--- config.mk ---
export PLATFORM = sky130hd
export DESIGN_NAME = sum_of_sinusoids_fading_channel_flat
export DESIGN_NICKNAME = d
export VERILOG_FILES = /design/src/sosf_pkg.sv /design/src/sosf_ifs.sv /design/src/sum_of_sinusoids_fading_channel.sv /design/src/sosf_regs.sv /design/src/flat_wrapper.sv
export SDC_FILE = /design/constraint.sdc
export NUM_CORES = 2
export LEC_CHECK = 0
export BUFFER_PORTS_ARGS = -buffer_cell sky130_fd_sc_hd__buf_2
export CAP_MARGIN = 25
export CELL_PAD_IN_SITES_DETAIL_PLACEMENT = 0
export CELL_PAD_IN_SITES_GLOBAL_PLACEMENT = 2
export CORE_UTILIZATION = 40
export CTS_BUF_LIST = sky130_fd_sc_hd__clkbuf_16
export CTS_CLUSTER_SIZE = 12
export DETAILED_ROUTE_END_ITERATION = 8
export MAX_ROUTING_LAYER = met4
export PLACE_DENSITY = 0.85
export SLEW_MARGIN = 15
export SYNTH_ARGS = -nofsm -noshare
export SYNTH_HDL_FRONTEND = slang
export SYNTH_SLANG_ARGS = --single-unit
--- constraint.sdc ---
create_clock -name clk -period 10.1 [get_ports clk]
set_clock_uncertainty 0.2 [all_clocks]
set_input_delay 0.505 -clock clk [delete_from_list [all_inputs] [get_ports clk]]
set_output_delay 0.505 -clock clk [all_outputs]
set_load 0.005 [all_outputs]
--- src/sosf_pkg.sv ---
// sosf_pkg: shared constants, types and arithmetic helpers for the fading channel
// holds the start phase and quarter sine tables, built at elaboration
// no dependencies
package sosf_pkg;

    localparam int NUM_TONES   = 16;
    localparam int TRIG_BITS   = 10;
    localparam int PHASE_DEPTH = 16;
    localparam logic [31:0] PHASE_SEED = 32'd42;

    localparam int SIN_A1 = 51472;
    localparam int SIN_A3 = 21167;
    localparam int SIN_A5 = 2463;

    localparam int QW      = TRIG_BITS - 2;
    localparam int Q_SIZE  = 1 << QW;
    localparam int PH_W    = $clog2(PHASE_DEPTH);
    localparam int TONE_W  = (NUM_TONES > 1) ? $clog2(NUM_TONES) : 1;
    localparam int ACC_W   = 16 + $clog2(NUM_TONES);
    localparam int G_W     = ACC_W + 2;
    localparam int P_W     = ACC_W + G_W;
    localparam int Y_W     = P_W + 1;

    localparam int ADDR_W  = 4;

    localparam logic [31:0] QUARTER_TURN = 32'h4000_0000;

    typedef enum logic [1:0] {
        REG_ENABLE       = 2'd0,
        REG_PHASE_STEP   = 2'd1,
        REG_SCATTER_GAIN = 2'd2,
        REG_LOS_GAIN     = 2'd3
    } reg_idx_t;

    typedef enum logic [2:0] {
        ST_IDLE,
        ST_TONES,
        ST_DRAIN,
        ST_MIX,
        ST_FINISH
    } state_t;

    typedef enum logic [2:0] {
        MIX_SR,
        MIX_SI,
        MIX_XR_GR,
        MIX_XI_GI,
        MIX_XR_GI,
        MIX_XI_GR,
        MIX_LAST
    } mix_step_t;

    typedef struct packed {
        logic        enable;
        logic [31:0] phase_step;
        logic [15:0] scatter_gain;
        logic [15:0] los_gain;
    } cfg_t;

    typedef logic [31:0] phase_table_t [PHASE_DEPTH];
    typedef logic [14:0] sin_table_t [Q_SIZE];

    function automatic logic [31:0] xorshift(input logic [31:0] x);
        logic [31:0] y;
        y = x ^ (x << 13);
        y = y ^ (y >> 17);
        y = y ^ (y << 5);
        return y;
    endfunction

    function automatic phase_table_t gen_phase(input logic imag);
        phase_table_t t;
        logic [31:0]  x;
        logic [31:0]  a;
        x = PHASE_SEED;
        for (int k = 0; k < PHASE_DEPTH; k++)
        begin
            x = xorshift(x);
            a = x;
            x = xorshift(x);
            t[k] = imag ? x : a;
        end
        return t;
    endfunction

    // quarter sine polynomial on unsigned q15 u in [0, 1]
    function automatic logic [14:0] qsin(input logic [16:0] u);
        logic [63:0] uu;
        logic [63:0] u2;
        logic [63:0] inner;
        logic [63:0] r;
        uu    = 64'(u);
        u2    = (uu * uu) >> 15;
        inner = 64'(SIN_A3) - ((u2 * 64'(SIN_A5)) >> 15);
        inner = 64'(SIN_A1) - ((u2 * inner) >> 15);
        r     = (uu * inner) >> 15;
        if (r > 64'd32767)
        begin
            r = 64'd32767;
        end
        return r[14:0];
    endfunction

    function automatic sin_table_t gen_sin_tab();
        sin_table_t t;
        for (int m = 0; m < Q_SIZE; m++)
        begin
            t[m] = qsin(17'(m) << (17 - TRIG_BITS));
        end
        return t;
    endfunction

    localparam phase_table_t START_RE = gen_phase(1'b0);
    localparam phase_table_t START_IM = gen_phase(1'b1);
    localparam sin_table_t   SIN_TAB  = gen_sin_tab();
    localparam logic [14:0]  QMAX     = qsin(17'h0_8000);

    function automatic logic signed [15:0] sin_lookup(input logic [TRIG_BITS-1:0] ang);
        logic [1:0]          quad;
        logic [QW-1:0]       m;
        logic [QW-1:0]       m_neg;
        logic [14:0]         mag;
        logic signed [15:0]  val;
        quad  = ang[TRIG_BITS-1 -: 2];
        m     = ang[QW-1:0];
        m_neg = ~m + 1'b1;
        if (quad[0])
        begin
            mag = (m == '0) ? QMAX : SIN_TAB[m_neg];
        end
        else
        begin
            mag = SIN_TAB[m];
        end
        val = $signed({1'b0, mag});
        return quad[1] ? -val : val;
    endfunction

    function automatic logic signed [15:0] round_sat(input logic signed [Y_W-1:0] x);
        logic signed [Y_W-1:0] t;
        t = (x + Y_W'(16384)) >>> 15;
        if (t > Y_W'(32767))
        begin
            t = Y_W'(32767);
        end
        else if (t < -Y_W'(32768))
        begin
            t = -Y_W'(32768);
        end
        return t[15:0];
    endfunction

endpackage

--- src/sosf_ifs.sv ---
// sosf_ifs: valid/ready item channels for samples in and faded samples out
// no dependencies
interface sosf_in_if;
    logic               valid;
    logic               ready;
    logic signed [15:0] sample_re;
    logic signed [15:0] sample_im;
    logic               last_in;

    modport source(output valid, sample_re, sample_im, last_in, input ready);
    modport sink(input valid, sample_re, sample_im, last_in, output ready);
endinterface

interface sosf_out_if;
    logic               valid;
    logic               ready;
    logic signed [15:0] faded_re;
    logic signed [15:0] faded_im;
    logic               last_out;

    modport source(output valid, faded_re, faded_im, last_out, input ready);
    modport sink(input valid, faded_re, faded_im, last_out, output ready);
endinterface

--- src/sum_of_sinusoids_fading_channel.sv ---
// sum_of_sinusoids_fading_channel: top level of the sum-of-sinusoids fading channel
// depends on sosf_pkg, sosf_ifs and sosf_regs
// an accepted item passes through the tones, one tone a cycle through the shared sine table,
// then a drain, seven steps of the shared multiplier and a load into the output register;
// when disabled it goes straight to the load
// a new item is taken only after the last one has been loaded into the output register
// reset: registers to their defaults, theta to zero, no result pending
module sum_of_sinusoids_fading_channel (
    input  logic                        clk,
    input  logic                        rst_n,
    sosf_in_if.sink                     din,
    sosf_out_if.source                  dout,
    input  logic                        psel,
    input  logic                        penable,
    input  logic                        pwrite,
    input  logic [sosf_pkg::ADDR_W-1:0] paddr,
    input  logic [31:0]                 pwdata,
    output logic [31:0]                 prdata,
    output logic                        pready
);
    import sosf_pkg::*;

    cfg_t       cfg;
    state_t     state_reg;
    state_t     state_next;
    mix_step_t  step_reg;

    logic [TONE_W-1:0]        k_reg;
    logic [31:0]              k_ext;
    logic [PH_W-1:0]          ph_idx;
    logic [31:0]              base_reg;
    logic [31:0]              theta_reg;
    logic [31:0]              full_re;
    logic [31:0]              full_im;
    logic [TRIG_BITS-1:0]     ang_re_reg;
    logic [TRIG_BITS-1:0]     ang_im_reg;
    logic                     tone_vld_reg;
    logic signed [ACC_W-1:0]  sr_reg;
    logic signed [ACC_W-1:0]  si_reg;
    logic signed [P_W-1:0]    prod_reg;
    logic signed [P_W-1:0]    prod_rnd;
    logic signed [G_W-1:0]    gr_reg;
    logic signed [G_W-1:0]    gi_reg;
    logic signed [G_W-1:0]    sg_ext;
    logic signed [G_W-1:0]    los_ext;
    logic signed [Y_W-1:0]    yr_reg;
    logic signed [Y_W-1:0]    yi_reg;
    logic signed [ACC_W-1:0]  mul_a;
    logic signed [G_W-1:0]    mul_b;
    logic signed [15:0]       xr_reg;
    logic signed [15:0]       xi_reg;
    logic                     last_reg;
    logic                     bypass_reg;
    logic                     out_valid_reg;
    logic signed [15:0]       out_re_reg;
    logic signed [15:0]       out_im_reg;
    logic                     out_last_reg;

    logic in_ready;
    logic in_acc;
    logic out_load;
    logic last_tone;

    sosf_regs u_regs (
        .clk     (clk),
        .rst_n   (rst_n),
        .psel    (psel),
        .penable (penable),
        .pwrite  (pwrite),
        .paddr   (paddr),
        .pwdata  (pwdata),
        .prdata  (prdata),
        .pready  (pready),
        .cfg     (cfg)
    );

    assign in_acc    = din.valid && in_ready;
    assign din.ready = in_ready;
    assign last_tone = (k_reg == TONE_W'(NUM_TONES - 1));

    assign dout.valid    = out_valid_reg;
    assign dout.faded_re = out_re_reg;
    assign dout.faded_im = out_im_reg;
    assign dout.last_out = out_last_reg;

    // tone angles, only the top trig bits are kept
    assign k_ext   = 32'(k_reg);
    assign ph_idx  = k_ext[PH_W-1:0];
    assign full_re = base_reg + START_RE[ph_idx] + QUARTER_TURN;
    assign full_im = base_reg + START_IM[ph_idx];

    assign prod_rnd = (prod_reg + P_W'(16384)) >>> 15;
    assign sg_ext   = G_W'($signed({1'b0, cfg.scatter_gain}));
    assign los_ext  = G_W'($signed({1'b0, cfg.los_gain}));

    always_comb
    begin
        case (step_reg)
            MIX_SR:
            begin
                mul_a = sr_reg;
                mul_b = sg_ext;
            end
            MIX_SI:
            begin
                mul_a = si_reg;
                mul_b = sg_ext;
            end
            MIX_XR_GR:
            begin
                mul_a = ACC_W'(xr_reg);
                mul_b = gr_reg;
            end
            MIX_XI_GI:
            begin
                mul_a = ACC_W'(xi_reg);
                mul_b = gi_reg;
            end
            MIX_XR_GI:
            begin
                mul_a = ACC_W'(xr_reg);
                mul_b = gi_reg;
            end
            MIX_XI_GR:
            begin
                mul_a = ACC_W'(xi_reg);
                mul_b = gr_reg;
            end
            default:
            begin
                mul_a = '0;
                mul_b = '0;
            end
        endcase
    end

    // next state
    always_comb
    begin
        state_next = state_reg;
        unique case (state_reg)
            ST_IDLE:
            begin
                if (in_acc)
                begin
                    state_next = cfg.enable ? ST_TONES : ST_FINISH;
                end
            end
            ST_TONES:
            begin
                if (last_tone)
                begin
                    state_next = ST_DRAIN;
                end
            end
            ST_DRAIN:
            begin
                state_next = ST_MIX;
            end
            ST_MIX:
            begin
                if (step_reg == MIX_LAST)
                begin
                    state_next = ST_FINISH;
                end
            end
            ST_FINISH:
            begin
                if (!out_valid_reg || dout.ready)
                begin
                    state_next = ST_IDLE;
                end
            end
            default:
            begin
                state_next = ST_IDLE;
            end
        endcase
    end

    // outputs of the sequencer
    always_comb
    begin
        in_ready = 1'b0;
        out_load = 1'b0;
        unique case (state_reg)
            ST_IDLE:   in_ready = 1'b1;
            ST_FINISH: out_load = !out_valid_reg || dout.ready;
            default:   ;
        endcase
    end

    always_ff @(posedge clk or negedge rst_n)
    begin
        if (!rst_n)
        begin
            state_reg     <= ST_IDLE;
            step_reg      <= MIX_SR;
            k_reg         <= '0;
            tone_vld_reg  <= 1'b0;
            theta_reg     <= '0;
            out_valid_reg <= 1'b0;
        end
        else
        begin
            state_reg    <= state_next;
            tone_vld_reg <= (state_reg == ST_TONES);
            if (state_reg == ST_TONES)
            begin
                k_reg <= k_reg + 1'b1;
            end
            else
            begin
                k_reg <= '0;
            end
            if (state_reg == ST_MIX)
            begin
                step_reg <= (step_reg == MIX_LAST) ? MIX_SR : mix_step_t'(step_reg + 1'b1);
            end
            else
            begin
                step_reg <= MIX_SR;
            end
            if (state_reg == ST_DRAIN)
            begin
                theta_reg <= theta_reg + cfg.phase_step;
            end
            if (out_load)
            begin
                out_valid_reg <= 1'b1;
            end
            else if (dout.ready)
            begin
                out_valid_reg <= 1'b0;
            end
        end
    end

    always_ff @(posedge clk)
    begin
        if (in_acc)
        begin
            xr_reg     <= din.sample_re;
            xi_reg     <= din.sample_im;
            last_reg   <= din.last_in;
            bypass_reg <= !cfg.enable;
            base_reg   <= theta_reg;
            sr_reg     <= '0;
            si_reg     <= '0;
        end
        else
        begin
            if (state_reg == ST_TONES)
            begin
                ang_re_reg <= full_re[31 -: TRIG_BITS];
                ang_im_reg <= full_im[31 -: TRIG_BITS];
                base_reg   <= base_reg + theta_reg;
            end
            if (tone_vld_reg)
            begin
                sr_reg <= sr_reg + ACC_W'(sin_lookup(ang_re_reg));
                si_reg <= si_reg + ACC_W'(sin_lookup(ang_im_reg));
            end
        end

        if (state_reg == ST_MIX)
        begin
            prod_reg <= P_W'(mul_a) * P_W'(mul_b);
            case (step_reg)
                MIX_SI:    gr_reg <= G_W'(prod_rnd) + los_ext;
                MIX_XR_GR: gi_reg <= G_W'(prod_rnd);
                MIX_XI_GI: yr_reg <= Y_W'(prod_reg);
                MIX_XR_GI: yr_reg <= yr_reg - Y_W'(prod_reg);
                MIX_XI_GR: yi_reg <= Y_W'(prod_reg);
                MIX_LAST:  yi_reg <= yi_reg + Y_W'(prod_reg);
                default:   ;
            endcase
        end

        if (out_load)
        begin
            out_last_reg <= last_reg;
            if (bypass_reg)
            begin
                out_re_reg <= xr_reg;
                out_im_reg <= xi_reg;
            end
            else
            begin
                out_re_reg <= round_sat(yr_reg);
                out_im_reg <= round_sat(yi_reg);
            end
        end
    end

endmodule

--- src/sosf_regs.sv ---
// sosf_regs: apb configuration registers of the fading channel
// depends on sosf_pkg
module sosf_regs (
    input  logic                       clk,
    input  logic                       rst_n,
    input  logic                       psel,
    input  logic                       penable,
    input  logic                       pwrite,
    input  logic [sosf_pkg::ADDR_W-1:0] paddr,
    input  logic [31:0]                pwdata,
    output logic [31:0]                prdata,
    output logic                       pready,
    output sosf_pkg::cfg_t             cfg
);
    import sosf_pkg::*;

    cfg_t     cfg_reg;
    reg_idx_t idx;
    logic     wr_en;

    assign idx    = reg_idx_t'(paddr[3:2]);
    assign wr_en  = psel && penable && pwrite;
    assign pready = 1'b1;
    assign cfg    = cfg_reg;

    always_ff @(posedge clk or negedge rst_n)
    begin
        if (!rst_n)
        begin
            cfg_reg.enable       <= 1'b1;
            cfg_reg.phase_step   <= '0;
            cfg_reg.scatter_gain <= 16'd8192;
            cfg_reg.los_gain     <= '0;
        end
        else if (wr_en)
        begin
            unique case (idx)
                REG_ENABLE:       cfg_reg.enable       <= pwdata[0];
                REG_PHASE_STEP:   cfg_reg.phase_step   <= pwdata;
                REG_SCATTER_GAIN: cfg_reg.scatter_gain <= pwdata[15:0];
                REG_LOS_GAIN:     cfg_reg.los_gain     <= pwdata[15:0];
                default:          ;
            endcase
        end
    end

    always_comb
    begin
        unique case (idx)
            REG_ENABLE:       prdata = {31'd0, cfg_reg.enable};
            REG_PHASE_STEP:   prdata = cfg_reg.phase_step;
            REG_SCATTER_GAIN: prdata = {16'd0, cfg_reg.scatter_gain};
            REG_LOS_GAIN:     prdata = {16'd0, cfg_reg.los_gain};
            default:          prdata = '0;
        endcase
    end

endmodule
--- src/flat_wrapper.sv ---
// flat-port wrapper written by rule: the top's interface ports become plain ports
module sum_of_sinusoids_fading_channel_flat import sosf_pkg::*;
  (clk, rst_n, psel, penable, pwrite, paddr, pwdata, prdata, pready, din_valid, din_sample_re, din_sample_im, din_last_in, din_ready, dout_valid, dout_faded_re, dout_faded_im, dout_last_out, dout_ready);
  sosf_in_if din_i ();
  sosf_out_if dout_i ();
  input  logic clk;
  input  logic rst_n;
  input  logic psel;
  input  logic penable;
  input  logic pwrite;
  input  logic [sosf_pkg::ADDR_W-1:0] paddr;
  input  logic [31:0] pwdata;
  output logic [31:0] prdata;
  output logic pready;
  input wire logic [$bits(din_i.valid)-1:0] din_valid;
  input wire logic [$bits(din_i.sample_re)-1:0] din_sample_re;
  input wire logic [$bits(din_i.sample_im)-1:0] din_sample_im;
  input wire logic [$bits(din_i.last_in)-1:0] din_last_in;
  output wire logic [$bits(din_i.ready)-1:0] din_ready;
  output wire logic [$bits(dout_i.valid)-1:0] dout_valid;
  output wire logic [$bits(dout_i.faded_re)-1:0] dout_faded_re;
  output wire logic [$bits(dout_i.faded_im)-1:0] dout_faded_im;
  output wire logic [$bits(dout_i.last_out)-1:0] dout_last_out;
  input wire logic [$bits(dout_i.ready)-1:0] dout_ready;
  assign din_i.valid = din_valid;
  assign din_i.sample_re = din_sample_re;
  assign din_i.sample_im = din_sample_im;
  assign din_i.last_in = din_last_in;
  assign din_ready = din_i.ready;
  assign dout_valid = dout_i.valid;
  assign dout_faded_re = dout_i.faded_re;
  assign dout_faded_im = dout_i.faded_im;
  assign dout_last_out = dout_i.last_out;
  assign dout_i.ready = dout_ready;
  sum_of_sinusoids_fading_channel u_core (.clk(clk), .rst_n(rst_n), .din(din_i), .dout(dout_i), .psel(psel), .penable(penable), .pwrite(pwrite), .paddr(paddr), .pwdata(pwdata), .prdata(prdata), .pready(pready));
endmodule
# Yosys cells after proc, flatten, opt, wreduce, memory -nomap -nowiden
# Memory sizes are Yosys's and may differ from the RTL's.
# Cells that the tools add are included.
[classes] n_mul=1 mux=48 n_bitwise=8 order_cmp=9 n_shift=0 div_mod_pow=0 n_reduce_logical=30 n_addsub=19 n_eq_ne=18
[ops] cell="$mux 15" n=16
[ops] cell="$mux 32" n=6
[ops] cell="$pmux 43 s2" n=2
[ops] cell="$add 32x32->32" n=4
[ops] cell="$mux 16" n=8
[ops] cell="$pmux 32 s4" n=1
[ops] cell="$add 43x16->43 const B" n=2
[ops] cell="$pmux 20 s4" n=1
[ops] cell="$pmux 22 s3" n=1
[ops] cell="$gt 28x16->1 const B" n=2
[ops] cell="$lt 28x16->1 const B" n=2
[ops] cell="$add 43x42->43" n=1
[ops] cell="$sub 43x42->43" n=1
[ops] cell="$mul 20x22->42" n=1
[ops] cell="$add 20x16->20" n=2
[ops] cell="$add 37x16->37 const B" n=1
[ops] cell="$ge 9x9->1 const B" n=4
[ops] cell="$not 8->9" n=4
[ops] cell="$add 32x31->32 const B" n=1
[ops] cell="$neg 15->16" n=2
[ops] cell="$add 22x17->22" n=1
[ops] cell="$mux 3" n=7
[ops] cell="$reduce_and 2->1" n=9
[ops] cell="$add 8x1->8 const B" n=2
[ops] cell="25 further kinds" n=52
[word_totals] romBits=16384 in_bits=76 latch_bits=0 elab_cells=166 n_memories=6 register_bits=440 mem_bits_rw=0
[mem_list] name="(name not given)" depth=256 word_bits=15 rd=1 rd_clocked_by_memory_dff=0 write_ports=0 line_no="sosf_pkg.sv:133" source="mag = SIN_TAB[m];"
[mem_list] name="(name not given)" depth=256 word_bits=15 rd=1 rd_clocked_by_memory_dff=0 write_ports=0 line_no="sosf_pkg.sv:129" source="mag = (m == '0) ? QMAX : SIN_TAB[m_neg];"
[mem_list] name="(name not given)" depth=256 word_bits=15 rd=1 rd_clocked_by_memory_dff=0 write_ports=0 line_no="sosf_pkg.sv:129"
[mem_list] name="(name not given)" depth=256 word_bits=15 rd=1 rd_clocked_by_memory_dff=0 write_ports=0 line_no="sosf_pkg.sv:133"
[mem_list] name="(name not given)" depth=16 word_bits=32 rd=1 rd_clocked_by_memory_dff=0 write_ports=0 line_no="sum_of_sinusoids_fading_channel.sv:89" source="assign full_re = base_reg + START_RE[ph_idx] + QUARTER_TURN;"
[mem_list] name="(name not given)" depth=16 word_bits=32 rd=1 rd_clocked_by_memory_dff=0 write_ports=0 line_no="sum_of_sinusoids_fading_channel.sv:90" source="assign full_im = base_reg + START_IM[ph_idx];"

# Depth between registers and ports, before layout
[depth] ltp_word=13 ltp_mapped=38

# Cells and area by module
# A second synthesis with hierarchy kept.
[unflattened] cells_unflattened=8464 hier_area_um2=68346.8
[modules_own_cells] module="sum_of_sinusoids_fading_channel" instances=1 cells_per_inst=8264 area_per_inst_um2=65353.9
[modules_own_cells] module="sosf_regs" instances=1 cells_per_inst=200 area_per_inst_um2=2992.9

# Worst setup path before layout
# OpenSTA, ideal clock, no wires.
[synth_timing] path_type="register -> register" from="register u_core.step_reg[0]" to="register u_core.prod_reg[39] (data pin)" t_required_ns=9.638 slack_ns=0.888 n_path_buf=4 stages_incl_launch_ff=31 arrival_ns=8.749 synth_period_minus_slack_ns=9.212 setup_time_ns=0.262 cell_sequence="dfrtp_1 > buf_1 > buf_1 > buf_1 > o221ai_1 > o21ai_1 > clkbuf_1 > nand2_1 > fa_1 > inv_1 > fa_1 > fa_1 > fa_1 > fa_1 > fa_1 > inv_1 > fa_1 > inv_1 > ha_1 > a21o_1 > a21o_1 > a21o_1 > a21o_1 > a21o_1 > nor3_1 > a311oi_1 > o2bb2ai_1 > or4b_2 > a31oi_1 > o21bai_1 > xor2_1"
[synth_via] elab_chain_len=4 word_cells_on_any_way=14 classes_between="1 x mul; 5 x eq/ne; 2 x mux; 6 x reduce/logical"
[synth_lines] item="start: declaration" line_no="sum_of_sinusoids_fading_channel.sv:26" source="mix_step_t step_reg;"
[synth_lines] item="start signal: assignment" line_no="sum_of_sinusoids_fading_channel.sv:218" source="step_reg <= (step_reg == MIX_LAST) ? MIX_SR : mix_step_t'(step_reg + 1'b1);"
[synth_lines] item="$eq 3x2->1 (tied with other cells)" line_no="sum_of_sinusoids_fading_channel.sv:98" source="case (step_reg)"
[synth_lines] item="$reduce_or 2->1 (no source line)"
[synth_lines] item="$pmux 20 s4 / $pmux 22 s3 (equally long branches)" line_no="sum_of_sinusoids_fading_channel.sv:98"
[synth_lines] item="$mul 20x22->42 (*)" line_no="sum_of_sinusoids_fading_channel.sv:268" source="prod_reg <= P_W'(mul_a) * P_W'(mul_b);"
[synth_lines] item="end signal: assignment" line_no="sum_of_sinusoids_fading_channel.sv:268"
[synth_lines] item="end: declaration" line_no="sum_of_sinusoids_fading_channel.sv:40" source="logic signed [P_W-1:0] prod_reg;"
# Every way passes the cells marked *; elsewhere a longest branch is shown, timed or not.
# A chain may end at the register's enable or synchronous reset.

# Final worst setup path
[layout_timing] from="register u_core.step_reg[1]" to="register u_core.prod_reg[39] (data pin)"
# Same word-level chain as after synthesis.

==> metrics.md <==
| Metric | Value |
|---|---|
| Adder-cell area share of the yosys netlist | `a little under a quarter` |
| Core Footprint | `approximately 0.17 mm^2` |
| Largest family of logic cells by synthesized area | `adder cells` |
| Reg2reg start | `u_core.step_reg[1]` |
| Layout cells sized above 1 | `9.689%` |
| Cell area after synthesis | `0.06701 mm^2` |
| WP buf/inv | `6` |
| Overall routing resource usage | `35.75%` |
| Min-Delay Startpoint | `penable` |
| Final wirelength | `300,300 um` |
| Clock slew at reported path FFs | `0.06 ns` |
| First-pass GRT wire length | `438,200 um` |
| Post-Syn Area per Cell | `8.022 um^2` |
| Drt wl/cell | `28.37 um` |
| Post-CTS setup buffer count | `0` |
| Post-Synthesis Net Count | `between 9,000 and 10,000` |
| Slowest CP cell | `o21ai_2` |
| Worst EP arrival | `between 10 and 15 ns` |
| Crit Path Max Fanout | `23` |
| Mapped Cells | `8,353` |
| Area fraction in compound gates after synthesis | `22.97%` |
| Nets | `9,376` |
| Least-Margin Pin Slew | `1.308 ns` |
| Hold_ws | `around 0.068 ns` |
| Slew Viols, Final | `0` |
| Number of global-route vias before repair | `63,950` |
| WS Path Type | `register to register` |
| Worst hold path class | `input pin to register` |
| Clk buf depth | `3` |
| Simple-Gate Fraction of Synth Area | `a little under a fifth` |
| Synth top area cells | `fa_1 14%, edfxtp_1 13%, ha_1 9.4%` |
| Startpoint Class | `register` |
| Mux contribution to synthesized area | `around 4.7%` |
| DP HPWL | `230,200 um` |
| Yosys reg bits | `440` |
| Async set or reset register ratio after synthesis | `24.77%` |
| Root Buffer | `clkbuf_16` |
| Worst endpoint required time | `around 10 ns` |
| Initial Util | `between 40% and 50%` |
| CP Launch Point | `u_core.step_reg[1]` |
| Synth Flop Type | `edfxtp_1` |
| Synthesis Warnings | `0` |
| Commonest non-fill, non-tap cell in the layout | `nand2_1` |
| Multi-input gate area | `approximately 0.05 mm^2` |
| Fin crit period | `roughly 10 ns` |
| CTS tree | `done` |
| Input/output buffers | `140` |
| CP most frequent cell | `fa_1` |
| Gr ovfl total | `0` |
| Worst path max stage delay | `0.91 ns` |
| Fill cells | `16,650` |
| Xor-xnor portion of the synthesized cell area | `4.718%` |
| Htree depth | `2` |
| Final Hold Viols | `0` |
| Area leader, netlist | `fa_1` |
| Largest net degree at the start of global routing | `between 150 and 200` |
| Max Cap Viol | `0` |
| Total number of vias | `65,990` |
| Max reg flops | `65` |
| Initial antenna violation count | `8` |
| CTS Sinks | `440` |
| Final setup fails | `0` |
| Post-route clock period utilization | `between 90% and 100%` |
| Setup crit end kind | `register` |
| DRC | `0` |
| Fmax | `101.7 MHz` |
| Area grow syn2layout | `9.498%` |
| Sequential share of the synthesized area | `18.31%` |
| Synth unique cells | `107` |
| Slew margin rel. | `approximately 12%` |
| Setup TNS | `0 ns` |
| Detailed router's first-iteration violation count | `7,084` |
| EDFF count, synth | `291` |
| Antenna-violating nets left | `0` |
| Clock Latency Late Sink | `0.76 ns` |
| DRT Pass-1 Iters | `7` |
| Via density | `6.236` |
| Die Area | `0.1692 mm^2` |
| Yosys top cell area share | `approximately 14%` |
| CP top delay family | `adder cells` |
| Status | `finished clean` |
| Total CTS buffers | `58` |
| Die Height | `411.3 um` |
| RSZ-0062 raised after global routing | `no` |
| Most frequent cells in the layout | `806 x nand2_1, 774 x nor2_1, 752 x inv_1` |
| GP Congestion | `1.016` |
| Die width | `411.3 um` |
| Site Rows | `149` |
| I/O pin total | `144` |
| Sequential cell area | `0.01228 mm^2` |
-- worst paths after layout --
path / end / cells past startpoint / slack, ns
max: u_core.prod_reg[39] / 30 / 0.27
min: u_core.u_regs.cfg[64] / 4 / 0.07
max reg2reg: u_core.prod_reg[39] / 30 / 0.27
min reg2reg: u_core.dout.last_out / 0 / 0.23
max in group asynchronous: u_core.step_reg[1] / 4 / 8.50
min in group asynchronous: u_core.u_regs.cfg[49] / 2 / 0.08
-- stage by stage --
step / cell area, um^2 / std cells / util, % / setup slack (ns)
6_report: 73380 / 10580 / 44.32 / 0.2711
5_1_grt: 73360 / 10580 / 44.31 / 0.02550
4_1_cts: 73240 / 10560 / 44.24 / 0.2693
3_5_place_dp: 70600 / 10390 / 42.64 / 0.3399
3_3_place_gp: 70580 / 10380 / 42.63 / 0.2914
2_1_floorplan: 67010 / 8353 / - / 0.8883
-- final cells by class --
cell class	instances	area share [%]
inverters	756	3.871
flip-flops and latches	440	16.74
diodes	13	0.04434
clock inverters	51	0.6923
multi-input cells	6578	67.83
well taps	2189	3.733
repair buffers	498	5.111
clock buffers	58	1.978
-- Yosys cell counts (all sizes together), types with 78 or more instances --
cell type and instances:
a21o 110, o211ai 109, and2 78, mux2i 155, mux2 110, inv 748, dfrtp 107, edfxtp 291
nor2b 108, nor3 241, fa 465, nand3 182, o21ai 586, buf 200, xor2 127, nor2 781
a211oi 117, a31oi 114, nand2b 156, clkbuf 379, a21oi 532, ha 503, xnor2 222, nand2 807
-- worst min-delay path, delay by kind of cell --
kind                   cells  cell delay, ns
AND/OR/NAND/NOR            2            0.19
AO/OA/AOI/OAI              1            0.17
buffers and inverters      1            0.10
-- kinds of logic after synthesis --
group | after synthesis
fa+ha+maj | 970
compound gates | 2348
buf+inv | 1335
other cells | 1
flops | 440
mux | 281
simple gates | 2629
xor+xnor | 349
-- routing by layer --
metal / share of wire (%) / GRT usage (%) / up-vias / wire length (um)
met4: 5.5 / 16.75 / 0 / 16640
met3: 7.9 / 5.342 / 669 / 23670
met2: 44 / 54.30 / 2995 / 133400
met5: 0 / - / - / 0
met1: 42 / 46.64 / 32750 / 126600
li1: - / - / 29580 / -
-- repair_timing --
action                                 in CTS  in global routing
hold buffers                               68                  0
endpoints found under the hold margin     131                  0
setup endpoints to repair                   0                  3
gates resized for setup                     0                  2
Power is not shown: default switching activity piles up to over one toggle a cycle in this logic, so the estimate is an artifact.
